<file path="src/hw/rtl/ptg_pkg.sv">
package ptg_pkg;

    // Field and register widths
    localparam int InW      = 15;
    localparam int OffW     = 15;
    localparam int CfgW     = 15;
    localparam int CfgIdxW  = 3;
    localparam int DegW     = 9;
    localparam int CoordW   = InW + 1;
    localparam int MagW     = CoordW;
    localparam int FracBits = 16;

    // Root pipeline: radicand is (x^2 + y^2) * 2^32, root has 32 bits
    localparam int SqW        = 2 * MagW;
    localparam int RootW      = SqW;
    localparam int RemW       = RootW + 2;
    localparam int TrialW     = RemW + 3;
    localparam int SqrtStages = RootW;

    // CORDIC datapath
    localparam int CordW        = 36;
    localparam int AngW         = 26;
    localparam int PosW         = 28;
    localparam int CordicStages = 16;
    localparam int StageLimit   = 24;
    localparam int NumStages    = (CordicStages > StageLimit) ? StageLimit : CordicStages;
    localparam logic signed [AngW-1:0] Deg90 = AngW'(90 * 65536);

    // Decoupling queue
    localparam int QueueDepth = 4;
    localparam int QueuePtrW  = $clog2(QueueDepth);
    localparam int QueueCntW  = $clog2(QueueDepth + 1);

    // Requests the block can hold: front, queue, two entry stages, root, CORDIC, output
    localparam int Capacity = 1 + QueueDepth + 2 + SqrtStages + NumStages + 1;
    localparam int CapW     = $clog2(Capacity + 1);

    localparam logic [DegW-1:0] TiltCenter = DegW'(180);

    // Register reset values
    localparam logic signed [OffW-1:0] XOffsetReset = '0;
    localparam logic signed [OffW-1:0] YOffsetReset = '0;
    localparam logic signed [OffW-1:0] ZOffsetReset = -15'sd175;
    localparam logic [DegW-1:0] PanCenterReset = DegW'(180);
    localparam logic [DegW-1:0] PanMinReset    = DegW'(90);
    localparam logic [DegW-1:0] PanMaxReset    = DegW'(270);
    localparam logic [DegW-1:0] TiltMinReset   = DegW'(50);
    localparam logic [DegW-1:0] TiltMaxReset   = DegW'(270);

    typedef enum logic [CfgIdxW-1:0] {
        RegXOffset   = 3'd0,
        RegYOffset   = 3'd1,
        RegZOffset   = 3'd2,
        RegPanCenter = 3'd3,
        RegPanMin    = 3'd4,
        RegPanMax    = 3'd5,
        RegTiltMin   = 3'd6,
        RegTiltMax   = 3'd7
    } ptg_reg_e;

    typedef struct packed {
        logic signed [OffW-1:0] x;
        logic signed [OffW-1:0] y;
        logic signed [OffW-1:0] z;
    } ptg_offsets_t;

    typedef struct packed {
        logic [DegW-1:0] pan_center;
        logic [DegW-1:0] pan_min;
        logic [DegW-1:0] pan_max;
        logic [DegW-1:0] tilt_min;
        logic [DegW-1:0] tilt_max;
    } ptg_limits_t;

    // Classified request as it leaves the front end
    typedef struct packed {
        logic [MagW-1:0] ax;
        logic [MagW-1:0] ay;
        logic [MagW-1:0] az;
        logic            x_neg;
        logic            y_pos;
        logic            z_pos;
        logic            pan_zero;
        logic            tilt_zero;
    } ptg_item_t;

    // Side bits that ride along the CORDIC stages
    typedef struct packed {
        logic y_pos;
        logic z_pos;
        logic pan_zero;
        logic tilt_zero;
    } ptg_flags_t;

    // atan(2^-i) in degrees, 16 fraction bits
    function automatic logic signed [AngW-1:0] atan_deg(input int unsigned idx);
        case (idx)
            0:       atan_deg = AngW'(2949120);
            1:       atan_deg = AngW'(1740967);
            2:       atan_deg = AngW'(919879);
            3:       atan_deg = AngW'(466945);
            4:       atan_deg = AngW'(234379);
            5:       atan_deg = AngW'(117304);
            6:       atan_deg = AngW'(58666);
            7:       atan_deg = AngW'(29335);
            8:       atan_deg = AngW'(14668);
            9:       atan_deg = AngW'(7334);
            10:      atan_deg = AngW'(3667);
            11:      atan_deg = AngW'(1833);
            12:      atan_deg = AngW'(917);
            13:      atan_deg = AngW'(458);
            14:      atan_deg = AngW'(229);
            15:      atan_deg = AngW'(115);
            16:      atan_deg = AngW'(57);
            17:      atan_deg = AngW'(29);
            18:      atan_deg = AngW'(14);
            19:      atan_deg = AngW'(7);
            20:      atan_deg = AngW'(4);
            21:      atan_deg = AngW'(2);
            22:      atan_deg = AngW'(1);
            default: atan_deg = '0;
        endcase
    endfunction

endpackage

</file>
<file path="src/hw/rtl/ptg_fifo.sv">
module ptg_fifo (
    input  logic                clk,
    input  logic                rst_n,
    input  ptg_pkg::ptg_item_t  wr_item,
    input  logic                wr_valid,
    output logic                wr_ready,
    output ptg_pkg::ptg_item_t  rd_item,
    output logic                rd_valid,
    input  logic                rd_ready
);

    ptg_pkg::ptg_item_t                 mem_reg [ptg_pkg::QueueDepth];
    logic [ptg_pkg::QueuePtrW-1:0]      wr_ptr_reg;
    logic [ptg_pkg::QueuePtrW-1:0]      wr_ptr_next;
    logic [ptg_pkg::QueuePtrW-1:0]      rd_ptr_reg;
    logic [ptg_pkg::QueuePtrW-1:0]      rd_ptr_next;
    logic [ptg_pkg::QueueCntW-1:0]      count_reg;
    logic [ptg_pkg::QueueCntW-1:0]      count_next;
    logic                               push;
    logic                               pop;

    assign wr_ready = count_reg != ptg_pkg::QueueCntW'(ptg_pkg::QueueDepth);
    assign rd_valid = count_reg != '0;
    assign rd_item  = mem_reg[rd_ptr_reg];
    assign push     = wr_valid && wr_ready;
    assign pop      = rd_valid && rd_ready;

    // Pointers and fill count
    always_comb
    begin
        wr_ptr_next = push ? wr_ptr_reg + ptg_pkg::QueuePtrW'(1) : wr_ptr_reg;
        rd_ptr_next = pop  ? rd_ptr_reg + ptg_pkg::QueuePtrW'(1) : rd_ptr_reg;
        case ({push, pop})
            2'b10:   count_next = count_reg + ptg_pkg::QueueCntW'(1);
            2'b01:   count_next = count_reg - ptg_pkg::QueueCntW'(1);
            default: count_next = count_reg;
        endcase
    end

    always_ff @(posedge clk or negedge rst_n)
    begin
        if (!rst_n)
        begin
            wr_ptr_reg <= '0;
            rd_ptr_reg <= '0;
            count_reg  <= '0;
        end
        else
        begin
            wr_ptr_reg <= wr_ptr_next;
            rd_ptr_reg <= rd_ptr_next;
            count_reg  <= count_next;
        end
    end

    always_ff @(posedge clk)
    begin
        if (push)
        begin
            mem_reg[wr_ptr_reg] <= wr_item;
        end
    end

endmodule

</file>
<file path="config.mk">
export PLATFORM = sky130hd
export DESIGN_NAME = ptg_fifo
export DESIGN_NICKNAME = d
export VERILOG_FILES = /design/src/hw/rtl/ptg_pkg.sv /design/src/hw/rtl/ptg_fifo.sv
export SDC_FILE = /design/constraint.sdc
export NUM_CORES = 1
export LEC_CHECK = 0
export BUFFER_PORTS_ARGS = -buffer_cell sky130_fd_sc_hd__buf_4
export CAP_MARGIN = 10
export CORE_ASPECT_RATIO = 1.1
export CORE_UTILIZATION = 57
export DETAILED_ROUTE_END_ITERATION = 12
export PLACE_DENSITY = 0.79
export SETUP_SLACK_MARGIN = 0.2
export SYNTH_ARGS = -nofsm -noshare
export SYNTH_HDL_FRONTEND = slang
export SYNTH_SLANG_ARGS = --single-unit
</file>
<file path="constraint.sdc">
create_clock -name clk -period 3 [get_ports clk]
set_clock_uncertainty 0.2 [all_clocks]
set_input_delay 0.15 -clock clk [delete_from_list [all_inputs] [get_ports clk]]
set_output_delay 0.15 -clock clk [all_outputs]
set_load 0.02 [all_outputs]
</file>
==> results.sh, run 1 <==
export IMPL_grt_antenna_before_repair=0
export IMPL_min_path_type="input port to flop"
export IMPL_synthesis_nets=377
export IMPL_cp_arrival_ps=2250
export IMPL_coreArea_um2=13800
export IMPL_crit_fanout=18
export IMPL_die_x_um=115
export IMPL_finalCriticalPeriod_ps=2600
export IMPL_worst_pin_slew_ps=609
export IMPL_cp_required_ps=2650
export IMPL_peakVddDrop_mv=0.653
export IMPL_synth_most_common_cell="edfxtp_1"
export IMPL_power_leakage_nw=3.64
export IMPL_ys_seq_elements=219
export IMPL_root_buffer="clkbuf_16"
export IMPL_cts_setup_buffers=0
export IMPL_rr_worst_depth=9
export IMPL_synth_area_per_cell_um2=25.7
export IMPL_largest_reg_flops=212
export IMPL_critPathLaunchType="flop"
export IMPL_finalSetupViolations=0
export IMPL_io_pins=112
export IMPL_drt_iter0_drc=226
export IMPL_nFillCells=744
export IMPL_p_switching_mw=3.11
export IMPL_dieArea_um2=14600
export IMPL_detail_route_wl_per_cell_um=20.7
export IMPL_synth_top_area_cell="edfxtp_1"
export IMPL_die_h_um=127
export IMPL_ys_flop_type="edfxtp_1"
export IMPL_synth_enable_flop_cells=212
export IMPL_synth_warnings=0
export IMPL_h_tree_depth=1
export IMPL_rsz0062_at_grt="false"
export IMPL_gp_congestion=0.697
export IMPL_antennaDiodeCount=0
export IMPL_vias=3780
export IMPL_crit_type="flop to output port"
export IMPL_first_global_vias=3991
export IMPL_start_util=0.584
export IMPL_final_cell_count_no_fill=701
export IMPL_worstHoldPathCells=2
export IMPL_place_hpwl_mm=7.99
export IMPL_drive_gt1_frac=0.409
export IMPL_portBuffers=111
export IMPL_postLayoutCoreUtil=0.751
export IMPL_drv_cap=0
export IMPL_power_density_nw_per_um2=989
export IMPL_synthToLayoutAreaGrowth_pct=28.5
export IMPL_slew_headroom=0.594
export IMPL_synth_cells=314
export IMPL_final_area_um2=10400
export IMPL_use_met3=0.0358
export IMPL_via_per_inst=5.39
export IMPL_overflow=0
export IMPL_fin_crit_sh=0.868
export IMPL_clk_pin_slew_worst_paths_ps=60
export IMPL_comb_power_share=0.333
export IMPL_grt_met1_usage=0.275
export IMPL_drt_drc_violations_left=0
export IMPL_internal_power_mw=7.13
export IMPL_grt_max_degree=41
export IMPL_num_rows=45
export IMPL_finalWorstSetupSlack_ps=396
export IMPL_power_share_clock=0.244
export IMPL_first_pass_iters=4
export IMPL_slew_violations=0
export IMPL_busiest_layer="met2"
export IMPL_gr_usage_all_layers=0.206
export IMPL_dp_cells=608
export IMPL_final_hold_viol_count=0
export IMPL_wl_mm=14.5
export IMPL_grt_pass1_wl_mm=21.9
export IMPL_finalSetupTns_ps=0
export IMPL_clock_sinks=219
export IMPL_finalHoldWorstSlack_ps=199
export IMPL_postRouteAntennaNets=0
export IMPL_p_sw_frac=0.304
export IMPL_status="finished, final reports clean"
export IMPL_yosysTopAreaCellShare=0.790
export IMPL_synth_cell_types=20
export IMPL_netlist_area_um2=8060
export IMPL_total_power_mw=10.2
export IMPL_cts_tree="done"
export IMPL_async_flop_share=0.0320
export IMPL_ys_seq_area_frac=0.812
export IMPL_ys_top_cells_by_count="edfxtp_1 (212), mux4_2 (53), dfrtp_1 (7)"
export IMPL_cts_buffers=21
export IMPL_cts_max_path_buffers=3
export IMPL_synth_area_leaders="edfxtp_1 (79%), mux4_2 (15%), dfrtp_1 (2.2%)"
export IMPL_grt_use_met2=0.348
export IMPL_clock_latency_ps=480
export IMPL_num_nets_final=563
export IMPL_endpoint_kind="output port"
export IMPL_pre_cts_ws_ps=598
export IMPL_seqPwrFrac=0.423
export IMPL_placed_area_um2=9140
export IMPL_timing_fmax_mhz=384
-- worst paths after layout --
kind,slack [ps],endpoint,start
setup / recovery,400,rd_item[1],rd_ptr_reg[0]
hold / removal,200,mem_reg[0][29],wr_item[29]
setup reg to reg,580,count_reg[2],count_reg[0]
hold reg to reg,310,count_reg[2],count_reg[2]
max in group asynchronous,1890,rd_ptr_reg[0],rst_n
min in group asynchronous,430,rd_ptr_reg[0],rst_n
-- power groups by stage --
stage	combinational, mW	clock [mW]	sequential, mW
after global placement	3.34	0	4.35
final	3.41	2.50	4.34
after detailed placement	3.37	0	4.40
after floorplan	2.27	0	4.21
after CTS	3.46	2.54	4.35
after global routing	3.60	2.66	4.39
-- routing by layer --
layer / vias up / wire length, µm
met2: 105 / 7610
met5: - / 0
met4: 0 / 288
li1: 1705 / -
met3: 24 / 754
met1: 1946 / 5870
-- critical path, cell delays in order (launching register included) --
cell and delay [ps]:
dfrtp_4 680, buf_4 340, mux4_2 560, buf_4 180
-- cell type report --
type	instances	area, µm²	share of cell area
clock buffers	24	537	0.0518
clock inverters	12	110	0.0106
inverters	6	22.5	0.00217
multi-input cells	77	1430	0.138
flip-flops and latches	219	6550	0.632
well taps	188	235	0.0227
repair buffers	175	1480	0.143
-- cell usage in the layout, fill, tap and decap left out, types with 2 or more instances in the layout --
master,synthesis,routed
inv_1,6,6
dfrtp_1,7,5
mux4_2,53,53
clkbuf_1,0,3
buf_4,5,116
xnor2_1,3,3
clkinv_2,0,3
clkinv_1,0,5
xor2_1,3,3
clkbuf_16,0,21
ha_1,5,5
bufinv_16,0,2
and3_2,4,4
edfxtp_1,212,212
dlygate4sd3_1,0,57
buf_12,0,2
-- logic make-up (layout without fill, tap and decap cells) --
logic type	after synthesis	count (layout)	share of synthesized area
multiplexers	55	55	0.151
flip-flops	219	219	0.812
AO/OA/AOI/OAI	1	1	0.00124
XOR/XNOR	6	6	0.00652
AND/OR/NAND/NOR	9	9	0.00807
adder cells (fa/ha/maj)	6	6	0.0102
buffers and inverters	18	217	0.0112
-- repair_timing --
item,4_1_cts,5_1_grt
setup endpoints to repair,0,0
resized for setup,0,0
hold buffers,57,0
hold endpoints to repair,223,0
Power figures use the tool's default switching activity.
==> run 2: changes to the inputs <==
--- a/config.mk
+++ b/config.mk
@@ -5,6 +5,7 @@
 export SDC_FILE = /design/constraint.sdc
 export NUM_CORES = 1
 export LEC_CHECK = 0
+export ABC_AREA = 1
 export BUFFER_PORTS_ARGS = -buffer_cell sky130_fd_sc_hd__buf_4
 export CAP_MARGIN = 10
 export CORE_ASPECT_RATIO = 1.1
==> results.sh, run 2 <==
export IMPL_status="finished, final reports clean"
export IMPL_critPathLaunchType="flop"
export IMPL_root_buffer="clkbuf_16"
export IMPL_async_flop_share=0.0320
export IMPL_postRouteAntennaNets=0
export IMPL_cts_tree="done"
export IMPL_r2r_end="count_reg[2]"
export IMPL_synth_top_area_cell="edfxtp_1"
export IMPL_crit_type="flop to output port"
export IMPL_drt_iter0_drc=291
export IMPL_regArea_um2=6540
export IMPL_largest_reg_flops=212
export IMPL_placed_area_um2=9850
export IMPL_synth_area_per_cell_um2=13.0
export IMPL_worst_pin_slew_ps=719
export IMPL_io_pins=112
export IMPL_antennaDiodeCount=0
export IMPL_grt_pass1_wl_mm=26.9
export IMPL_slew_violations=0
export IMPL_final_common_cell="edfxtp_1"
export IMPL_finalSetupTns_ps=0
export IMPL_r2r_start="count_reg[0]"
export IMPL_cp_startpoint="rd_ptr_reg[0]"
export IMPL_h_tree_depth=1
export IMPL_synthToLayoutAreaGrowth_pct=26.3
export IMPL_start_util=0.584
export IMPL_peakVddDrop_mv=0.696
export IMPL_endpoint_kind="output port"
export IMPL_grt_max_degree=86
export IMPL_vias=5541
export IMPL_portBuffers=111
export IMPL_die_x_um=121
export IMPL_synth_most_common_cell="edfxtp_1"
export IMPL_finalCriticalPeriod_ps=2600
export IMPL_rsz0062_at_grt="false"
export IMPL_ys_seq_area_frac=0.742
export IMPL_drt_drc_violations_left=0
export IMPL_place_hpwl_mm=9.57
export IMPL_slew_headroom=0.521
export IMPL_clock_latency_ps=480
export IMPL_gp_congestion=0.764
export IMPL_yosysTopAreaCellShare=0.722
export IMPL_cts_setup_buffers=0
export IMPL_multi_input_area_um2=1640
export IMPL_clock_sinks=219
export IMPL_r2r_setup_slack_ps=560
export IMPL_dieArea_um2=16000
export IMPL_wl_mm=16.8
export IMPL_finalWorstSetupSlack_ps=395
export IMPL_synth_area_leaders="edfxtp_1 (72%), o211ai_1 (9.0%), nand2_1 (7.5%)"
export IMPL_cp_arrival_ps=2250
export IMPL_synth_enable_flop_cells=212
export IMPL_final_hold_viol_count=0
export IMPL_overflow=0
export IMPL_num_nets_final=911
export IMPL_rr_worst_depth=10
export IMPL_finalHoldWorstSlack_ps=212
export IMPL_cts_max_path_buffers=3
export IMPL_first_global_vias=5696
export IMPL_via_per_inst=5.24
export IMPL_timing_fmax_mhz=384
export IMPL_cts_buffers=21
export IMPL_die_h_um=132
export IMPL_netlist_area_um2=8820
export IMPL_fin_crit_sh=0.868
export IMPL_final_area_um2=11100
export IMPL_synth_warnings=0
export IMPL_ys_top_cells_by_count="edfxtp_1 (212), nand2_1 (177), inv_1 (119)"
export IMPL_min_path_type="input port to flop"
export IMPL_power_leakage_nw=4.55
export IMPL_ys_seq_elements=219
export IMPL_pre_cts_ws_ps=594
export IMPL_grt_antenna_before_repair=0
export IMPL_synthesis_nets=740
export IMPL_coreArea_um2=15100
export IMPL_gr_usage_all_layers=0.217
export IMPL_nFillCells=927
export IMPL_synth_cell_types=17
export IMPL_first_pass_iters=7
export IMPL_finalSetupViolations=0
export IMPL_synth_cells=677
export IMPL_drv_cap=0
export IMPL_crit_end="rd_item[21]"
export IMPL_drive_gt1_frac=0.190
export IMPL_cp_required_ps=2650
export IMPL_num_rows=47
export IMPL_clk_pin_slew_worst_paths_ps=60
export IMPL_final_cell_mix="edfxtp_1 (212), nand2_1 (177), buf_4 (123)"
export IMPL_total_power_mw=11.1
export IMPL_ys_flop_type="edfxtp_1"
export IMPL_detail_route_wl_per_cell_um=15.9
export IMPL_crit_fanout=85
export IMPL_power_density_nw_per_um2=994
-- run 2: worst max-delay path: stages, from the launching register on --
cell and delay, ps:
dfrtp_1 410, bufinv_8 510, buf_4 350, nand2_1 100, o211ai_1 110, nand2_1 110
buf_4 170
-- run 2: metrics by stage --
step                std cells  utilization
finish                   1057        0.737
global route             1057        0.737
CTS                      1057        0.736
detailed placement        964        0.652
global placement          964        0.652
floorplan                 677            -
-- run 2: final cells by class --
cell class	instances	area share
clock buffer	23	0.0479
clock inverter	13	0.0154
inverter	121	0.0420
multi-input combinational	303	0.148
sequential	219	0.587
tap	196	0.0220
timing repair buffer	182	0.138
-- run 2: routing by layer --
layer	up-vias	share of wire	track usage
met5	-	0	0
met4	0	0.016	0.0768
met3	25	0.052	0.0358
met2	169	0.53	0.404
met1	2658	0.40	0.251
li1	2689	-	-
-- run 2: how the worst min path moves through the flow --
stage	cells past startpoint	startpoint	slack, ps	to
final	2	wr_item[3]	210	mem_reg[0][3]
after global routing	2	wr_item[28]	200	mem_reg[0][28]
after CTS	2	wr_item[43]	190	mem_reg[1][43]
after detailed placement	1	rst_n	-230	rd_ptr_reg[0]
after global placement	1	rst_n	-230	rd_ptr_reg[0]
after floorplan	0	rst_n	-350	count_reg[0]
-- run 2: power breakdown --
group / switching [mW] / internal [mW] / total, mW
registers: 0.154 / 4.03 / 4.18
clock network: 1.04 / 1.63 / 2.67
logic: 2.72 / 1.50 / 4.22
-- run 2: repair_timing --
item                                    in CTS  in global routing
endpoints found under the setup margin       0                  1
hold buffers                                57                  0
endpoints found under the hold margin      223                  0
gates resized for setup                      0                  1
-- run 2: cells by family (layout without fill, tap and decap cells) --
logic type / Yosys count / after routing / share of synthesized area
xor gates and xnor gates: 1 / 1 / 0.000993
adders and majority gates: 6 / 6 / 0.00936
buffers and inverters: 155 / 339 / 0.0756
DFF: 219 / 219 / 0.742
AOI/OAI and AO/OA: 107 / 107 / 0.0908
and+or+nand+nor: 189 / 189 / 0.0817
