[config.mk]
export PLATFORM = sky130hd
export DESIGN_NAME = ptg_front_flat
export DESIGN_NICKNAME = d
export VERILOG_FILES = /design/src/hw/rtl/ptg_pkg.sv /design/src/hw/rtl/ptg_in_if.sv /design/src/hw/rtl/ptg_front.sv /design/src/flat_wrapper.sv
export SDC_FILE = /design/constraint.sdc
export NUM_CORES = 1
export LEC_CHECK = 0
export BUFFER_PORTS_ARGS = -buffer_cell sky130_fd_sc_hd__buf_2
export CORE_MARGIN = 2
export CORE_UTILIZATION = 45
export DETAILED_ROUTE_END_ITERATION = 7
export PLACE_DENSITY = 0.74
export SYNTH_ARGS = -nofsm -noshare
export SYNTH_HDL_FRONTEND = slang
export SYNTH_SLANG_ARGS = --single-unit
[constraint.sdc]
create_clock -name clk -period 2.6 [get_ports clk]
set_input_delay 0.26 -clock clk [delete_from_list [all_inputs] [get_ports clk]]
set_output_delay 0.26 -clock clk [all_outputs]
set_load 0.02 [all_outputs]
[src/hw/rtl/ptg_pkg.sv]
package ptg_pkg;

    // Field and register widths
    localparam int InW      = 15;
    localparam int OffW     = 15;
    localparam int CfgW     = 15;
    localparam int CfgIdxW  = 3;
    localparam int DegW     = 9;
    localparam int CoordW   = InW + 1;
    localparam int MagW     = CoordW;
    localparam int FracBits = 16;

    // Root pipeline: radicand is (x^2 + y^2) * 2^32, root has 32 bits
    localparam int SqW        = 2 * MagW;
    localparam int RootW      = SqW;
    localparam int RemW       = RootW + 2;
    localparam int TrialW     = RemW + 3;
    localparam int SqrtStages = RootW;

    // CORDIC datapath
    localparam int CordW        = 36;
    localparam int AngW         = 26;
    localparam int PosW         = 28;
    localparam int CordicStages = 16;
    localparam int StageLimit   = 24;
    localparam int NumStages    = (CordicStages > StageLimit) ? StageLimit : CordicStages;
    localparam logic signed [AngW-1:0] Deg90 = AngW'(90 * 65536);

    // Decoupling queue
    localparam int QueueDepth = 4;
    localparam int QueuePtrW  = $clog2(QueueDepth);
    localparam int QueueCntW  = $clog2(QueueDepth + 1);

    // Requests the block can hold: front, queue, two entry stages, root, CORDIC, output
    localparam int Capacity = 1 + QueueDepth + 2 + SqrtStages + NumStages + 1;
    localparam int CapW     = $clog2(Capacity + 1);

    localparam logic [DegW-1:0] TiltCenter = DegW'(180);

    // Register reset values
    localparam logic signed [OffW-1:0] XOffsetReset = '0;
    localparam logic signed [OffW-1:0] YOffsetReset = '0;
    localparam logic signed [OffW-1:0] ZOffsetReset = -15'sd175;
    localparam logic [DegW-1:0] PanCenterReset = DegW'(180);
    localparam logic [DegW-1:0] PanMinReset    = DegW'(90);
    localparam logic [DegW-1:0] PanMaxReset    = DegW'(270);
    localparam logic [DegW-1:0] TiltMinReset   = DegW'(50);
    localparam logic [DegW-1:0] TiltMaxReset   = DegW'(270);

    typedef enum logic [CfgIdxW-1:0] {
        RegXOffset   = 3'd0,
        RegYOffset   = 3'd1,
        RegZOffset   = 3'd2,
        RegPanCenter = 3'd3,
        RegPanMin    = 3'd4,
        RegPanMax    = 3'd5,
        RegTiltMin   = 3'd6,
        RegTiltMax   = 3'd7
    } ptg_reg_e;

    typedef struct packed {
        logic signed [OffW-1:0] x;
        logic signed [OffW-1:0] y;
        logic signed [OffW-1:0] z;
    } ptg_offsets_t;

    typedef struct packed {
        logic [DegW-1:0] pan_center;
        logic [DegW-1:0] pan_min;
        logic [DegW-1:0] pan_max;
        logic [DegW-1:0] tilt_min;
        logic [DegW-1:0] tilt_max;
    } ptg_limits_t;

    // Classified request as it leaves the front end
    typedef struct packed {
        logic [MagW-1:0] ax;
        logic [MagW-1:0] ay;
        logic [MagW-1:0] az;
        logic            x_neg;
        logic            y_pos;
        logic            z_pos;
        logic            pan_zero;
        logic            tilt_zero;
    } ptg_item_t;

    // Side bits that ride along the CORDIC stages
    typedef struct packed {
        logic y_pos;
        logic z_pos;
        logic pan_zero;
        logic tilt_zero;
    } ptg_flags_t;

    // atan(2^-i) in degrees, 16 fraction bits
    function automatic logic signed [AngW-1:0] atan_deg(input int unsigned idx);
        case (idx)
            0:       atan_deg = AngW'(2949120);
            1:       atan_deg = AngW'(1740967);
            2:       atan_deg = AngW'(919879);
            3:       atan_deg = AngW'(466945);
            4:       atan_deg = AngW'(234379);
            5:       atan_deg = AngW'(117304);
            6:       atan_deg = AngW'(58666);
            7:       atan_deg = AngW'(29335);
            8:       atan_deg = AngW'(14668);
            9:       atan_deg = AngW'(7334);
            10:      atan_deg = AngW'(3667);
            11:      atan_deg = AngW'(1833);
            12:      atan_deg = AngW'(917);
            13:      atan_deg = AngW'(458);
            14:      atan_deg = AngW'(229);
            15:      atan_deg = AngW'(115);
            16:      atan_deg = AngW'(57);
            17:      atan_deg = AngW'(29);
            18:      atan_deg = AngW'(14);
            19:      atan_deg = AngW'(7);
            20:      atan_deg = AngW'(4);
            21:      atan_deg = AngW'(2);
            22:      atan_deg = AngW'(1);
            default: atan_deg = '0;
        endcase
    endfunction

endpackage

[src/hw/rtl/ptg_in_if.sv]
interface ptg_in_if;
    logic                              valid;
    logic                              ready;
    logic signed [ptg_pkg::InW-1:0]    target_x;
    logic signed [ptg_pkg::InW-1:0]    target_y;
    logic signed [ptg_pkg::InW-1:0]    target_z;

    modport source (output valid, output target_x, output target_y, output target_z,
                    input ready);
    modport sink   (input valid, input target_x, input target_y, input target_z,
                    output ready);
endinterface

[src/hw/rtl/ptg_front.sv]
module ptg_front (
    input  logic                   clk,
    input  logic                   rst_n,
    ptg_in_if.sink                 target,
    input  ptg_pkg::ptg_offsets_t  offsets,
    output ptg_pkg::ptg_item_t     item,
    output logic                   item_valid,
    input  logic                   item_ready
);

    logic                               acc;
    logic signed [ptg_pkg::CoordW-1:0]  x;
    logic signed [ptg_pkg::CoordW-1:0]  y;
    logic signed [ptg_pkg::CoordW-1:0]  z;
    ptg_pkg::ptg_item_t                 cls;
    ptg_pkg::ptg_item_t                 item_reg;
    logic                               vld_reg;
    logic                               vld_next;

    // Add camera offsets
    assign x = {target.target_x[ptg_pkg::InW-1], target.target_x}
             + {offsets.x[ptg_pkg::OffW-1], offsets.x};
    assign y = {target.target_y[ptg_pkg::InW-1], target.target_y}
             + {offsets.y[ptg_pkg::OffW-1], offsets.y};
    assign z = {target.target_z[ptg_pkg::InW-1], target.target_z}
             + {offsets.z[ptg_pkg::OffW-1], offsets.z};

    // Magnitudes, signs and the zero-vector cases
    always_comb
    begin
        cls.ax        = x[ptg_pkg::CoordW-1] ? ptg_pkg::MagW'(-x) : ptg_pkg::MagW'(x);
        cls.ay        = y[ptg_pkg::CoordW-1] ? ptg_pkg::MagW'(-y) : ptg_pkg::MagW'(y);
        cls.az        = z[ptg_pkg::CoordW-1] ? ptg_pkg::MagW'(-z) : ptg_pkg::MagW'(z);
        cls.x_neg     = x[ptg_pkg::CoordW-1];
        cls.y_pos     = !y[ptg_pkg::CoordW-1] && (y != '0);
        cls.z_pos     = !z[ptg_pkg::CoordW-1] && (z != '0);
        cls.pan_zero  = (x == '0) && (y == '0);
        cls.tilt_zero = (x == '0) && (y == '0) && (z == '0);
    end

    // One-deep holding register in front of the queue
    assign target.ready = !vld_reg || item_ready;
    assign acc          = target.valid && target.ready;

    always_comb
    begin
        vld_next = vld_reg;
        if (acc)
        begin
            vld_next = 1'b1;
        end
        else if (item_ready)
        begin
            vld_next = 1'b0;
        end
    end

    always_ff @(posedge clk or negedge rst_n)
    begin
        if (!rst_n)
        begin
            vld_reg <= 1'b0;
        end
        else
        begin
            vld_reg <= vld_next;
        end
    end

    always_ff @(posedge clk)
    begin
        if (acc)
        begin
            item_reg <= cls;
        end
    end

    assign item       = item_reg;
    assign item_valid = vld_reg;

endmodule

[src/flat_wrapper.sv]
// flat-port wrapper written by rule: the top's interface ports become plain ports
module ptg_front_flat 
  (clk, rst_n, offsets, item, item_valid, item_ready, target_valid, target_target_x, target_target_y, target_target_z, target_ready);
  ptg_in_if target_i ();
  input  logic clk;
  input  logic rst_n;
  input  ptg_pkg::ptg_offsets_t offsets;
  output ptg_pkg::ptg_item_t item;
  output logic item_valid;
  input  logic item_ready;
  input wire logic [$bits(target_i.valid)-1:0] target_valid;
  input wire logic [$bits(target_i.target_x)-1:0] target_target_x;
  input wire logic [$bits(target_i.target_y)-1:0] target_target_y;
  input wire logic [$bits(target_i.target_z)-1:0] target_target_z;
  output wire logic [$bits(target_i.ready)-1:0] target_ready;
  assign target_i.valid = target_valid;
  assign target_i.target_x = target_target_x;
  assign target_i.target_y = target_target_y;
  assign target_i.target_z = target_target_z;
  assign target_ready = target_i.ready;
  ptg_front u_core (.clk(clk), .rst_n(rst_n), .target(target_i), .offsets(offsets), .item(item), .item_valid(item_valid), .item_ready(item_ready));
endmodule
==> flow_results.xml, run 1 <==
<?xml version="1.0" encoding="UTF-8"?>
<metrics>
  <group name="worst_setup_path">
    <metric name="end_kind" unit="">flip-flop</metric>
    <metric name="worst_path_max_delay_cell" unit="">or4_4</metric>
    <metric name="critical_path.max_fanout" unit="">3</metric>
    <metric name="crit_chain" unit="">buf_6 -&gt; ha_4 -&gt; fa_2 -&gt; a21o_1 -&gt; a221oi_4 -&gt; buf_4 -&gt; nor4b_1 -&gt; a21oi_1 -&gt; nand4_2 -&gt; or4_4 -&gt; buf_4 -&gt; nor3b_2</metric>
    <metric name="worst_path_arrival_time" unit="ns">2.89</metric>
    <metric name="reg2reg_depth" unit="">3</metric>
    <metric name="reg2reg_slack" unit="ns">0.92</metric>
    <metric name="r2r_start" unit="">u_core.item_valid$_DFFE_PN0P_</metric>
    <metric name="reg2reg_to" unit="">u_core.item[37]$_DFFE_PP_</metric>
    <metric name="worst_setup_path_start_kind" unit="">input port</metric>
    <metric name="max_stage_delay" unit="ns">0.57</metric>
    <metric name="critPathRequiredTime" unit="ns">2.75</metric>
    <metric name="cpMostUsedCell" unit="">buf_4</metric>
    <metric name="cp_class" unit="">input port to flip-flop</metric>
  </group>
  <group name="die">
    <metric name="die_area" unit="um2">12060</metric>
    <metric name="die_height" unit="um">109.8</metric>
    <metric name="starting_density_of_the_core" unit="%">46.27</metric>
    <metric name="placeableCoreArea" unit="um2">10890</metric>
    <metric name="placement_rows" unit="">38</metric>
    <metric name="io-pin-count" unit="">149</metric>
    <metric name="floorplan.die.width" unit="um">109.8</metric>
  </group>
  <group name="routing">
    <metric name="wl_per_cell" unit="um">14.47</metric>
    <metric name="detailedRoute.firstPassIterationCount" unit="">5</metric>
    <metric name="routed_wirelength" unit="mm">14.05</metric>
    <metric name="vias_per_cell" unit="">5.414</metric>
    <metric name="detail_route.drc_violations" unit="">0</metric>
    <metric name="antenna_left" unit="">0</metric>
    <metric name="detailedRoute.firstIterationViolations" unit="">400</metric>
    <metric name="via_count" unit="">5257</metric>
  </group>
  <group name="outcome">
    <metric name="outcome" unit="">finished, violations left</metric>
    <metric name="violations" unit="">setup timing</metric>
  </group>
  <group name="final_layout">
    <metric name="finish.cell_count_without_fillers" unit="">971</metric>
    <metric name="num_antenna_cells" unit="">0</metric>
    <metric name="layout_overhead_on_the_synthesized_area" unit="%">50.92</metric>
    <metric name="number_of_flip_flops_in_the_largest_register" unit="">53</metric>
    <metric name="multiInputGateArea" unit="um2">3674</metric>
    <metric name="area.sequential" unit="um2">1617</metric>
    <metric name="layout_cells_sized_above_1" unit="%">47.17</metric>
    <metric name="total_of_fill_cells_in_the_finished_design" unit="">802</metric>
    <metric name="finish.net_count" unit="">975</metric>
  </group>
  <group name="logic_synthesis">
    <metric name="postSynthNetCount" unit="">684</metric>
    <metric name="synth-simple-area-share" unit="%">18.28</metric>
    <metric name="synth_flop_cell" unit="">edfxtp_1</metric>
    <metric name="synth-seq-area-share" unit="%">32.09</metric>
    <metric name="post_synth.cell_area_avg" unit="um2">9.346</metric>
    <metric name="post_synth_xor_area_fraction" unit="%">12.00</metric>
    <metric name="synth_compound_gate_area_share" unit="%">20.57</metric>
    <metric name="synth.top_cell.area_share" unit="%">31.59</metric>
    <metric name="syn-instance-count" unit="">539</metric>
    <metric name="ys_seq_elements" unit="">54</metric>
    <metric name="synthesis.yosys.warnings" unit="">0</metric>
    <metric name="post_synth_num_cell_types" unit="">70</metric>
    <metric name="synth_top_family_by_area" unit="">compound AO/OA/AOI/OAI gates</metric>
    <metric name="yosys-mux-area-fraction" unit="%">0.5961</metric>
    <metric name="synth_async_sr_flop_share" unit="%">1.852</metric>
    <metric name="ys_top_cells_by_area" unit="">edfxtp_1 (32%), ha_1 (12%), xnor2_1 (8.0%)</metric>
    <metric name="yosysTopAreaCell" unit="">edfxtp_1</metric>
    <metric name="synth.cell_area" unit="um2">5037</metric>
    <metric name="synth-edff-count" unit="">53</metric>
    <metric name="adder_cell_area_share_of_the_yosys_netlist" unit="%">13.11</metric>
  </group>
  <group name="sta">
    <metric name="report.final.setup_viol" unit="">8</metric>
    <metric name="min_period_over_period" unit="%">105.5</metric>
    <metric name="fin_crit" unit="ns">2.742</metric>
    <metric name="layout_setup_ws" unit="ns">-0.1425</metric>
    <metric name="clock-skew-final" unit="ns">0.007204</metric>
    <metric name="max_slew_margin" unit="%">54.63</metric>
    <metric name="tightestPinTransition" unit="ns">0.6757</metric>
    <metric name="timing_hold_violations_final" unit="">0</metric>
    <metric name="timing.final.max_slew_violations" unit="">0</metric>
    <metric name="grt_setup_unrepaired" unit="">true</metric>
    <metric name="fmaxAchievable" unit="MHz">364.6</metric>
  </group>
  <group name="grt">
    <metric name="gr-usage-all-layers" unit="%">21.79</metric>
    <metric name="gr-total-overflow" unit="">0</metric>
    <metric name="initial_antenna_violation_count" unit="">0</metric>
    <metric name="first_global_vias" unit="">4859</metric>
    <metric name="pin_count_of_the_biggest_net_entering_global_routing" unit="">28</metric>
    <metric name="grt_first_pass_wirelength" unit="mm">21.38</metric>
  </group>
  <group name="cts">
    <metric name="cts.sink_count" unit="">54</metric>
    <metric name="clock_tree.htree_level_count" unit="">2</metric>
    <metric name="clk_tree_root_cell" unit="">clkbuf_8</metric>
    <metric name="clk_latency" unit="ns">0.31</metric>
    <metric name="cts_inserted_buffers" unit="">5</metric>
    <metric name="worst_setup_hold_path_clk_slew" unit="ns">0.09</metric>
    <metric name="clock_tree.buffer_depth" unit="">2</metric>
    <metric name="tritoncts" unit="">done</metric>
  </group>
  <group name="worst_hold_path">
    <metric name="hold_path.startpoint" unit="">target_valid</metric>
    <metric name="hp-class" unit="">input port to flip-flop</metric>
    <metric name="holdPathStages" unit="">2</metric>
    <metric name="whs_endpoint" unit="">u_core.item_valid$_DFFE_PN0P_</metric>
  </group>
  <group name="placed_design">
    <metric name="dp_hpwl" unit="mm">10.81</metric>
    <metric name="gp_congestion" unit="">0.8495</metric>
    <metric name="io_buffer_count" unit="">148</metric>
    <metric name="placed_cells_incl_taps" unit="">944</metric>
    <metric name="pre_cts_ws" unit="ns">-0.5138</metric>
  </group>
  <group name="power_and_ir_drop">
    <metric name="total_power_density_per_cell_area" unit="nW/um2">496.6</metric>
    <metric name="worst_case_vdd_ir_drop" unit="mV">0.2532</metric>
    <metric name="power.static_leakage" unit="nW">3.388</metric>
  </group>
  <group name="job">
    <metric name="maxCapViolations" unit="">0</metric>
  </group>
</metrics>
-- per-layer routing --
| metal | vias up | part of all wire (%) | track usage, % |
|---|---|---|---|
| li1 | 2609 | - | - |
| met1 | 2475 | 42 | 27.28 |
| met2 | 159 | 52 | 39.61 |
| met3 | 14 | 4.9 | 2.430 |
| met4 | 0 | 1.2 | 5.515 |
| met5 | - | 0 | 0 |
-- synthesized netlist by cell type, types with 4 or more instances --
master and number:
nor4_1 9, nand3_1 13, and2_1 5, o21a_1 7
ha_1 48, clkbuf_1 8, nand2_1 43, nor3_1 8
o21ai_0 23, xor2_1 23, a211oi_1 8, and3_1 4
o31ai_1 4, a21oi_1 39, nand4_1 11, a21o_1 15
nand2b_1 7, nor2_1 47, o22ai_1 4, xnor2_1 46
o211ai_1 4, inv_1 21, or3_1 4, a31oi_1 8
edfxtp_1 53
-- critical path: cells and delay by family --
kind	cells	cell delay, ns
and+or+nand+nor	4	0.95
AOI/OAI and AO/OA	3	0.71
adders and majority gates	2	0.52
buffers and inverters	3	0.43
-- cells by family (layout without fill, tap and decap cells) --
group                      count (synthesis)  count (layout)
and+or+nand+nor                          177             177
AOI/OAI and AO/OA                        148             148
xor gates and xnor gates                  69              69
DFF                                       54              54
adders and majority gates                 51              51
buffers and inverters                     37             329
muxes                                      3               3
-- cell type report --
cell class,count,share of cell area (%)
clock buffers,7,1.004
multi-input cells,448,48.32
clock inverters,1,0.3950
inverters,21,1.037
well taps,140,2.304
flip-flops and latches,54,21.26
repair buffers,300,25.67
-- timing repair --
action,CTS,global route
endpoints found under the setup margin,12,32
setup buffers,11,9
resized for setup,22,50
pin swaps,13,26
gates cloned,0,0
endpoints found under the hold margin,1,0
hold buffers,1,0
-- worst max path at each step --
| stage | from | to | slack, ns |
|---|---|---|---|
| floorplan | target_target_x[0] | u_core.item[50]$_DFFE_PP_ | -0.34 |
| global placement | target_target_x[0] | u_core.item[0]$_DFFE_PP_ | -0.45 |
| detailed placement | target_target_x[0] | u_core.item[0]$_DFFE_PP_ | -0.51 |
| CTS | target_target_y[0] | u_core.item[0]$_DFFE_PP_ | -0.09 |
| global route | target_target_x[0] | u_core.item[52]$_SDFFCE_PN0P_ | -0.21 |
| finish | target_target_x[0] | u_core.item[52]$_SDFFCE_PN0P_ | -0.14 |
-- power breakdown --
| part | leakage (nW) | internal (W) | total (W) | switching [W] |
|---|---|---|---|---|
| Sequential | 0.518 | 0.00115 | 0.00118 | 0.0000307 |
| Combinational | 2.82 | 0.000956 | 0.00204 | 0.00109 |
| Clock | 0.0524 | 0.000288 | 0.000553 | 0.000264 |
-- cells in the final DEF (no fill, tap or decap), drive strengths merged, types with 7 or more instances in the layout --
master / count
xnor2: 46
clkbuf: 7
xor2: 23
nand4: 12
nor3: 8
nand3: 13
a211oi: 9
nor4: 11
nor2: 47
inv: 21
a31oi: 8
nand2: 44
o21a: 7
ha: 48
o21ai: 24
a21oi: 41
nand2b: 7
buf: 299
a21o: 17
edfxtp: 53
-- per-stage QoR --
step | hold slack (ns) | TNS [ns] | area, um2 | utilization, % | total power [W]
after CTS | 0.1445 | -0.2703 | 7293 | 66.98 | 0.003646
after global placement | 0.03505 | -8.424 | 6985 | 64.16 | 0.002994
after floorplan | -0.03559 | -1.680 | 5149 | - | 0.002316
after global routing | 0.1495 | -1.663 | 7602 | 69.82 | 0.003999
final | 0.1523 | -0.5005 | 7602 | 69.82 | 0.003776
after detailed placement | 0.03604 | -10.71 | 6985 | 64.16 | 0.003057
No activity file was read; power rests on OpenSTA's default activity.
==> run 2: changes to the inputs <==
==> constraint.sdc (replaced) <==
create_clock -name clk -period 2.6 [get_ports clk]
set_input_delay 0.26 -clock clk [delete_from_list [all_inputs] [get_ports clk]]
set_output_delay 0.26 -clock clk [all_outputs]
set_load 0.1 [all_outputs]
==> run 2 against run 1 <==
Compared with the run above:
- the flow still finishes with violations (setup timing)
- worst hold slack improved by 0.0020 ns
- clock power is essentially flat
- first-iteration DRC count is 16% lower
- die area stayed put
- combinational power is 34% higher
- non-clock buffer count increased by 2
- final area shrank 0.26%
- largest cell class unchanged
- sequential cell count unchanged
- register-to-register slack gained 0.16 ns
- critical endpoint is now u_core.item[0]$_DFFE_PP_
- via count shrank 1.0%
==> flow_results.xml, run 2 (same netlist as run 1, synthesis figures left out) <==
<?xml version="1.0" encoding="UTF-8"?>
<metrics>
  <group name="die">
    <metric name="starting_density_of_the_core" unit="%">46.27</metric>
    <metric name="placeableCoreArea" unit="um2">10890</metric>
    <metric name="die_area" unit="um2">12060</metric>
    <metric name="placement_rows" unit="">38</metric>
    <metric name="floorplan.die.width" unit="um">109.8</metric>
    <metric name="die_height" unit="um">109.8</metric>
    <metric name="io-pin-count" unit="">149</metric>
  </group>
  <group name="grt">
    <metric name="pin_count_of_the_biggest_net_entering_global_routing" unit="">54</metric>
    <metric name="gr-usage-all-layers" unit="%">22.19</metric>
    <metric name="gr-total-overflow" unit="">0</metric>
    <metric name="grt_first_pass_wirelength" unit="mm">21.72</metric>
    <metric name="first_global_vias" unit="">4949</metric>
    <metric name="initial_antenna_violation_count" unit="">0</metric>
  </group>
  <group name="routing">
    <metric name="vias_per_cell" unit="">5.348</metric>
    <metric name="wl_per_cell" unit="um">14.14</metric>
    <metric name="antenna_left" unit="">0</metric>
    <metric name="routed_wirelength" unit="mm">13.76</metric>
    <metric name="detailedRoute.firstIterationViolations" unit="">337</metric>
    <metric name="via_count" unit="">5204</metric>
    <metric name="detailedRoute.firstPassIterationCount" unit="">5</metric>
    <metric name="detail_route.drc_violations" unit="">0</metric>
  </group>
  <group name="job">
    <metric name="maxCapViolations" unit="">0</metric>
  </group>
  <group name="final_layout">
    <metric name="leading_cell_type_in_the_layout_fill_and_taps_excluded" unit="">buf_4</metric>
    <metric name="layout_overhead_on_the_synthesized_area" unit="%">50.52</metric>
    <metric name="num_antenna_cells" unit="">0</metric>
    <metric name="layout_cells_sized_above_1" unit="%">47.18</metric>
    <metric name="finish.net_count" unit="">977</metric>
    <metric name="number_of_flip_flops_in_the_largest_register" unit="">53</metric>
    <metric name="mostFrequentLayoutCells" unit="">buf_4 (150), buf_2 (142), edfxtp_1 (53)</metric>
    <metric name="finalInstanceArea" unit="um2">7582</metric>
    <metric name="final_util" unit="%">69.64</metric>
    <metric name="finish.cell_count_without_fillers" unit="">973</metric>
  </group>
  <group name="cts">
    <metric name="clk_tree_root_cell" unit="">clkbuf_8</metric>
    <metric name="cts.sink_count" unit="">54</metric>
    <metric name="tritoncts" unit="">done</metric>
    <metric name="clock_tree.buffer_depth" unit="">2</metric>
    <metric name="cts_inserted_buffers" unit="">5</metric>
    <metric name="clock_tree.htree_level_count" unit="">2</metric>
    <metric name="clk_latency" unit="ns">0.31</metric>
    <metric name="worst_setup_hold_path_clk_slew" unit="ns">0.09</metric>
  </group>
  <group name="worst_hold_path">
    <metric name="hold_path.startpoint" unit="">target_valid</metric>
    <metric name="hp-class" unit="">input port to flip-flop</metric>
  </group>
  <group name="worst_setup_path">
    <metric name="cp_class" unit="">input port to flip-flop</metric>
    <metric name="worst_path_arrival_time" unit="ns">2.84</metric>
    <metric name="setup.worst_path.start" unit="">offsets[15]</metric>
    <metric name="critical_path.max_fanout" unit="">3</metric>
    <metric name="r2r_start" unit="">u_core.item_valid$_DFFE_PN0P_</metric>
    <metric name="critPathRequiredTime" unit="ns">2.75</metric>
    <metric name="end_kind" unit="">flip-flop</metric>
    <metric name="worst_setup_path_start_kind" unit="">input port</metric>
  </group>
  <group name="sta">
    <metric name="tightestPinTransition" unit="ns">0.6507</metric>
    <metric name="max_slew_margin" unit="%">56.62</metric>
    <metric name="report.final.setup_viol" unit="">5</metric>
    <metric name="min_period_over_period" unit="%">103.6</metric>
    <metric name="clock-skew-final" unit="ns">0.002387</metric>
    <metric name="grt_setup_unrepaired" unit="">true</metric>
    <metric name="layout_setup_ws" unit="ns">-0.09268</metric>
    <metric name="timing.final.max_slew_violations" unit="">0</metric>
    <metric name="timing_hold_violations_final" unit="">0</metric>
    <metric name="fmaxAchievable" unit="MHz">371.4</metric>
    <metric name="fin_crit" unit="ns">2.693</metric>
  </group>
  <group name="placed_design">
    <metric name="placed_cells_incl_taps" unit="">941</metric>
    <metric name="dp_hpwl" unit="mm">10.93</metric>
    <metric name="io_buffer_count" unit="">148</metric>
    <metric name="postPlaceCellArea" unit="um2">6977</metric>
    <metric name="gp_congestion" unit="">0.8460</metric>
  </group>
  <group name="power_and_ir_drop">
    <metric name="power.static_leakage" unit="nW">3.366</metric>
    <metric name="worst_case_vdd_ir_drop" unit="mV">0.3361</metric>
    <metric name="total_power_density_per_cell_area" unit="nW/um2">588.4</metric>
  </group>
  <group name="outcome">
    <metric name="violations" unit="">setup timing</metric>
    <metric name="outcome" unit="">finished, violations left</metric>
  </group>
</metrics>
[run 2: cell count changes in the layout (fill, tap and decap cells not counted), sizes merged]
cell | before | now
buf | 299 | 301
clkinvlp | 0 | 1
clkbuf | 7 | 6
[run 2: metal layers]
layer  track usage [%]  share of wire (%)  vias to the layer above
li1                  -                  -                     2609
met1             27.44                 42                     2434
met2             40.89                 51                      148
met3             3.142                5.4                       13
met4             4.340                1.0                        0
met5                 0                  0                        -
[run 2: stage by stage]
step	setup slack (ns)	total power, W	TNS [ns]	hold WS, ns
final	-0.09268	0.004461	-0.2673	0.1542
after detailed placement	-0.5131	0.003747	-10.75	0.04091
after CTS	-0.09307	0.004353	-0.2164	0.1557
after global routing	-0.1618	0.004687	-1.074	0.1511
after floorplan	-0.3446	0.003016	-1.655	-0.03559
after global placement	-0.4271	0.003685	-8.237	0.03499
[run 2: timing repair]
action | 4_1_cts | 5_1_grt
cloned | 0 | 0
pin swaps | 15 | 20
endpoints found under the setup margin | 11 | 31
resized for setup | 19 | 45
hold buffers | 1 | 0
setup buffers | 15 | 8
endpoints found under the hold margin | 1 | 0
[run 2: area by class of cell]
class | instances | area, um2
inverters | 21 | 81.33
repair buffers | 302 | 1952
flip-flops and latches | 54 | 1617
clock inverters | 2 | 37.54
well taps | 140 | 175.2
multi-input cells | 448 | 3647
fillers | 804 | 3306
clock buffers | 6 | 72.57
[run 2: final timing paths]
check | to | slack [ns] | depth (start not counted)
min in group asynchronous | u_core.item_valid$_DFFE_PN0P_ | 0.24 | 2
max in group asynchronous | u_core.item_valid$_DFFE_PN0P_ | 2.27 | 2
hold / removal | u_core.item_valid$_DFFE_PN0P_ | 0.15 | 2
setup reg to reg | u_core.item[44]$_DFFE_PP_ | 1.08 | 3
hold reg to reg | u_core.item_valid$_DFFE_PN0P_ | 0.54 | 2
setup / recovery | u_core.item[0]$_DFFE_PP_ | -0.09 | 12
[run 2: where the power goes]
part | switching [W] | internal [W]
Clock | 0.000268 | 0.000287
Sequential | 0.0000301 | 0.00115
Combinational | 0.00177 | 0.000956
Total | 0.00207 | 0.00239
[run 2: worst max-delay path: stages]
cell and delay (ns):
buf_6 0.10, ha_4 0.15, fa_2 0.36, buf_6 0.13, a21o_1 0.17, a21oi_2 0.15
o221ai_2 0.13, xor2_2 0.21, a2111oi_4 0.40, nand2_2 0.09, or4_4 0.44, nor4_2 0.24
==> run 3: changes to the inputs <==
--- a/config.mk
+++ b/config.mk
@@ -7,9 +7,9 @@
 export LEC_CHECK = 0
 export BUFFER_PORTS_ARGS = -buffer_cell sky130_fd_sc_hd__buf_2
 export CORE_MARGIN = 2
-export CORE_UTILIZATION = 45
+export CORE_UTILIZATION = 53
 export DETAILED_ROUTE_END_ITERATION = 7
-export PLACE_DENSITY = 0.74
+export PLACE_DENSITY = 0.82
 export SYNTH_ARGS = -nofsm -noshare
 export SYNTH_HDL_FRONTEND = slang
 export SYNTH_SLANG_ARGS = --single-unit
==> run 3 against run 2 <==
Compared with the run above:
- the flow still finishes with violations (setup timing)
- via count increased by 3.0%
- first-iteration DRC count decreased by 36%
- clock power decreased by 21%
- worst setup slack got worse by 0.10 ns
- count of clock-buffer cells in the layout unchanged
- power decreased by 1.8%
- critical path depth decreased by 1
- critical path type unchanged
==> flow_results.xml, run 3 (same netlist as run 1, synthesis figures left out) <==
<?xml version="1.0" encoding="UTF-8"?>
<metrics>
  <group name="die">
    <metric name="die_area" unit="um2">10300</metric>
    <metric name="floorplan.die.width" unit="um">101.5</metric>
    <metric name="placeableCoreArea" unit="um2">9240</metric>
    <metric name="io-pin-count" unit="">149</metric>
    <metric name="starting_density_of_the_core" unit="%">54.52</metric>
    <metric name="placement_rows" unit="">35</metric>
    <metric name="die_height" unit="um">101.5</metric>
  </group>
  <group name="cts">
    <metric name="cts.sink_count" unit="">54</metric>
    <metric name="worst_setup_hold_path_clk_slew" unit="ns">0.09</metric>
    <metric name="tritoncts" unit="">done</metric>
    <metric name="clock_tree.htree_level_count" unit="">2</metric>
    <metric name="cts_inserted_buffers" unit="">5</metric>
    <metric name="clk_latency" unit="ns">0.30</metric>
    <metric name="clock_tree.buffer_depth" unit="">2</metric>
    <metric name="clk_tree_root_cell" unit="">clkbuf_8</metric>
  </group>
  <group name="sta">
    <metric name="tightestPinTransition" unit="ns">0.6795</metric>
    <metric name="fmaxAchievable" unit="MHz">357.5</metric>
    <metric name="fin_crit" unit="ns">2.797</metric>
    <metric name="clock-skew-final" unit="ns">0.006706</metric>
    <metric name="report.final.setup_viol" unit="">11</metric>
    <metric name="grt_setup_unrepaired" unit="">true</metric>
    <metric name="timing.final.max_slew_violations" unit="">0</metric>
    <metric name="layout_setup_ws" unit="ns">-0.1972</metric>
    <metric name="min_period_over_period" unit="%">107.6</metric>
    <metric name="timing_hold_violations_final" unit="">0</metric>
    <metric name="max_slew_margin" unit="%">54.37</metric>
  </group>
  <group name="final_layout">
    <metric name="mostFrequentLayoutCells" unit="">buf_4 (144), buf_2 (143), edfxtp_1 (53)</metric>
    <metric name="layout_cells_sized_above_1" unit="%">46.51</metric>
    <metric name="num_antenna_cells" unit="">0</metric>
    <metric name="layout_overhead_on_the_synthesized_area" unit="%">48.98</metric>
    <metric name="finish.net_count" unit="">974</metric>
    <metric name="number_of_flip_flops_in_the_largest_register" unit="">53</metric>
    <metric name="leading_cell_type_in_the_layout_fill_and_taps_excluded" unit="">buf_4</metric>
  </group>
  <group name="power_and_ir_drop">
    <metric name="internal_power" unit="W">0.002283</metric>
    <metric name="power.static_leakage" unit="nW">3.355</metric>
    <metric name="total_power_density_per_cell_area" unit="nW/um2">583.5</metric>
    <metric name="sequentialPowerShare" unit="%">27.0</metric>
    <metric name="totalPowerFinal" unit="W">0.004379</metric>
    <metric name="p_sw_share" unit="%">47.86</metric>
    <metric name="worst_case_vdd_ir_drop" unit="mV">0.2850</metric>
    <metric name="power_frac_clock" unit="%">9.9</metric>
    <metric name="combinationalPowerShare" unit="%">63.1</metric>
    <metric name="net_sw_power" unit="W">0.002096</metric>
  </group>
  <group name="routing">
    <metric name="antenna_left" unit="">0</metric>
    <metric name="vias_per_cell" unit="">5.590</metric>
    <metric name="detailedRoute.firstIterationViolations" unit="">217</metric>
    <metric name="wl_met2" unit="mm">8.012</metric>
    <metric name="wl_per_cell" unit="um">15.87</metric>
    <metric name="top_layer_used" unit="">met4</metric>
    <metric name="detailedRoute.firstPassIterationCount" unit="">5</metric>
    <metric name="met1_length" unit="mm">6.146</metric>
    <metric name="via_count" unit="">5361</metric>
    <metric name="detail_route.drc_violations" unit="">0</metric>
    <metric name="routed_wirelength" unit="mm">15.22</metric>
    <metric name="met3_wirelength" unit="um">630</metric>
  </group>
  <group name="worst_setup_path">
    <metric name="cp_class" unit="">input port to flip-flop</metric>
    <metric name="reg2reg_depth" unit="">3</metric>
    <metric name="setup.worst_path.start" unit="">offsets[30]</metric>
    <metric name="critical_path.max_fanout" unit="">3</metric>
    <metric name="worst_setup_path_start_kind" unit="">input port</metric>
    <metric name="r2r_start" unit="">u_core.item_valid$_DFFE_PN0P_</metric>
    <metric name="critPathRequiredTime" unit="ns">2.65</metric>
    <metric name="end_kind" unit="">flip-flop</metric>
    <metric name="worst_path_arrival_time" unit="ns">2.85</metric>
  </group>
  <group name="outcome">
    <metric name="outcome" unit="">finished, violations left</metric>
    <metric name="violations" unit="">setup timing</metric>
  </group>
  <group name="placed_design">
    <metric name="io_buffer_count" unit="">148</metric>
    <metric name="pre_cts_ws" unit="ns">-0.5500</metric>
    <metric name="dp_hpwl" unit="mm">11.58</metric>
    <metric name="gp_congestion" unit="">0.9086</metric>
  </group>
  <group name="worst_hold_path">
    <metric name="hp-class" unit="">input port to flip-flop</metric>
    <metric name="holdPathStages" unit="">2</metric>
    <metric name="hold_path.startpoint" unit="">target_valid</metric>
  </group>
  <group name="grt">
    <metric name="pin_count_of_the_biggest_net_entering_global_routing" unit="">36</metric>
    <metric name="first_global_vias" unit="">5214</metric>
    <metric name="gr-usage-all-layers" unit="%">27.26</metric>
    <metric name="grt_first_pass_wirelength" unit="mm">22.88</metric>
    <metric name="initial_antenna_violation_count" unit="">0</metric>
    <metric name="gr-total-overflow" unit="">0</metric>
  </group>
  <group name="job">
    <metric name="maxCapViolations" unit="">0</metric>
  </group>
</metrics>
run 3: power by group through the flow:
stage	sequential [W]	combinational [W]	clock, W
finish	0.00118	0.00276	0.000436
global route	0.00119	0.00292	0.000469
CTS	0.00118	0.00263	0.000438
detailed placement	0.00120	0.00257	0
global placement	0.00120	0.00248	0
floorplan	0.00204	0.000973	0
run 3: layout make-up:
class | count | area [um2]
clock inverters | 2 | 8.758
fillers | 569 | 1735
inverters | 21 | 78.83
clock buffers | 6 | 72.57
multi-input cells | 448 | 3623
well taps | 129 | 161.4
flip-flops and latches | 54 | 1617
repair buffers | 299 | 1943
run 3: routing by layer:
layer,vias up,track usage (%)
met5,-,0
li1,2609,-
met2,189,51.91
met3,41,2.968
met1,2522,31.39
met4,0,9.667
run 3: final timing paths:
path | end | slack [ns]
hold / removal | u_core.item_valid$_DFFE_PN0P_ | 0.17
setup reg to reg | u_core.item[26]$_DFFE_PP_ | 1.07
max in group asynchronous | u_core.item_valid$_DFFE_PN0P_ | 2.26
min in group asynchronous | u_core.item_valid$_DFFE_PN0P_ | 0.26
hold reg to reg | u_core.item_valid$_DFFE_PN0P_ | 0.53
setup / recovery | u_core.item[50]$_DFFE_PP_ | -0.20
run 3: critical path, stage by stage:
cell and delay (ns):
buf_6 0.10, ha_4 0.16, fa_2 0.34, a21o_1 0.19
a221oi_4 0.34, xnor2_1 0.13, a211oi_2 0.27, nand4_2 0.18
or4_4 0.59, o31ai_4 0.20, xnor2_1 0.10
run 3: timing repair:
| action | CTS | global route |
|---|---|---|
| hold buffers | 1 | 0 |
| cloned | 0 | 1 |
| gates resized for setup | 25 | 35 |
| setup endpoints to repair | 24 | 39 |
| endpoints found under the hold margin | 1 | 0 |
| pin swaps | 22 | 31 |
| buffers inserted | 9 | 8 |
run 3: through the flow:
step,hold slack (ns),instance area [um2],TNS [ns],util (%),std cells
2_1_floorplan,-0.03559,5176,-1.655,-,539
3_3_place_gp,0.03478,6998,-9.189,75.73,933
3_5_place_dp,0.03517,6998,-13.74,75.73,933
4_1_cts,0.1626,7281,-0.5444,78.79,951
5_1_grt,0.1677,7505,-2.704,81.22,959
6_report,0.1692,7505,-1.262,81.22,959
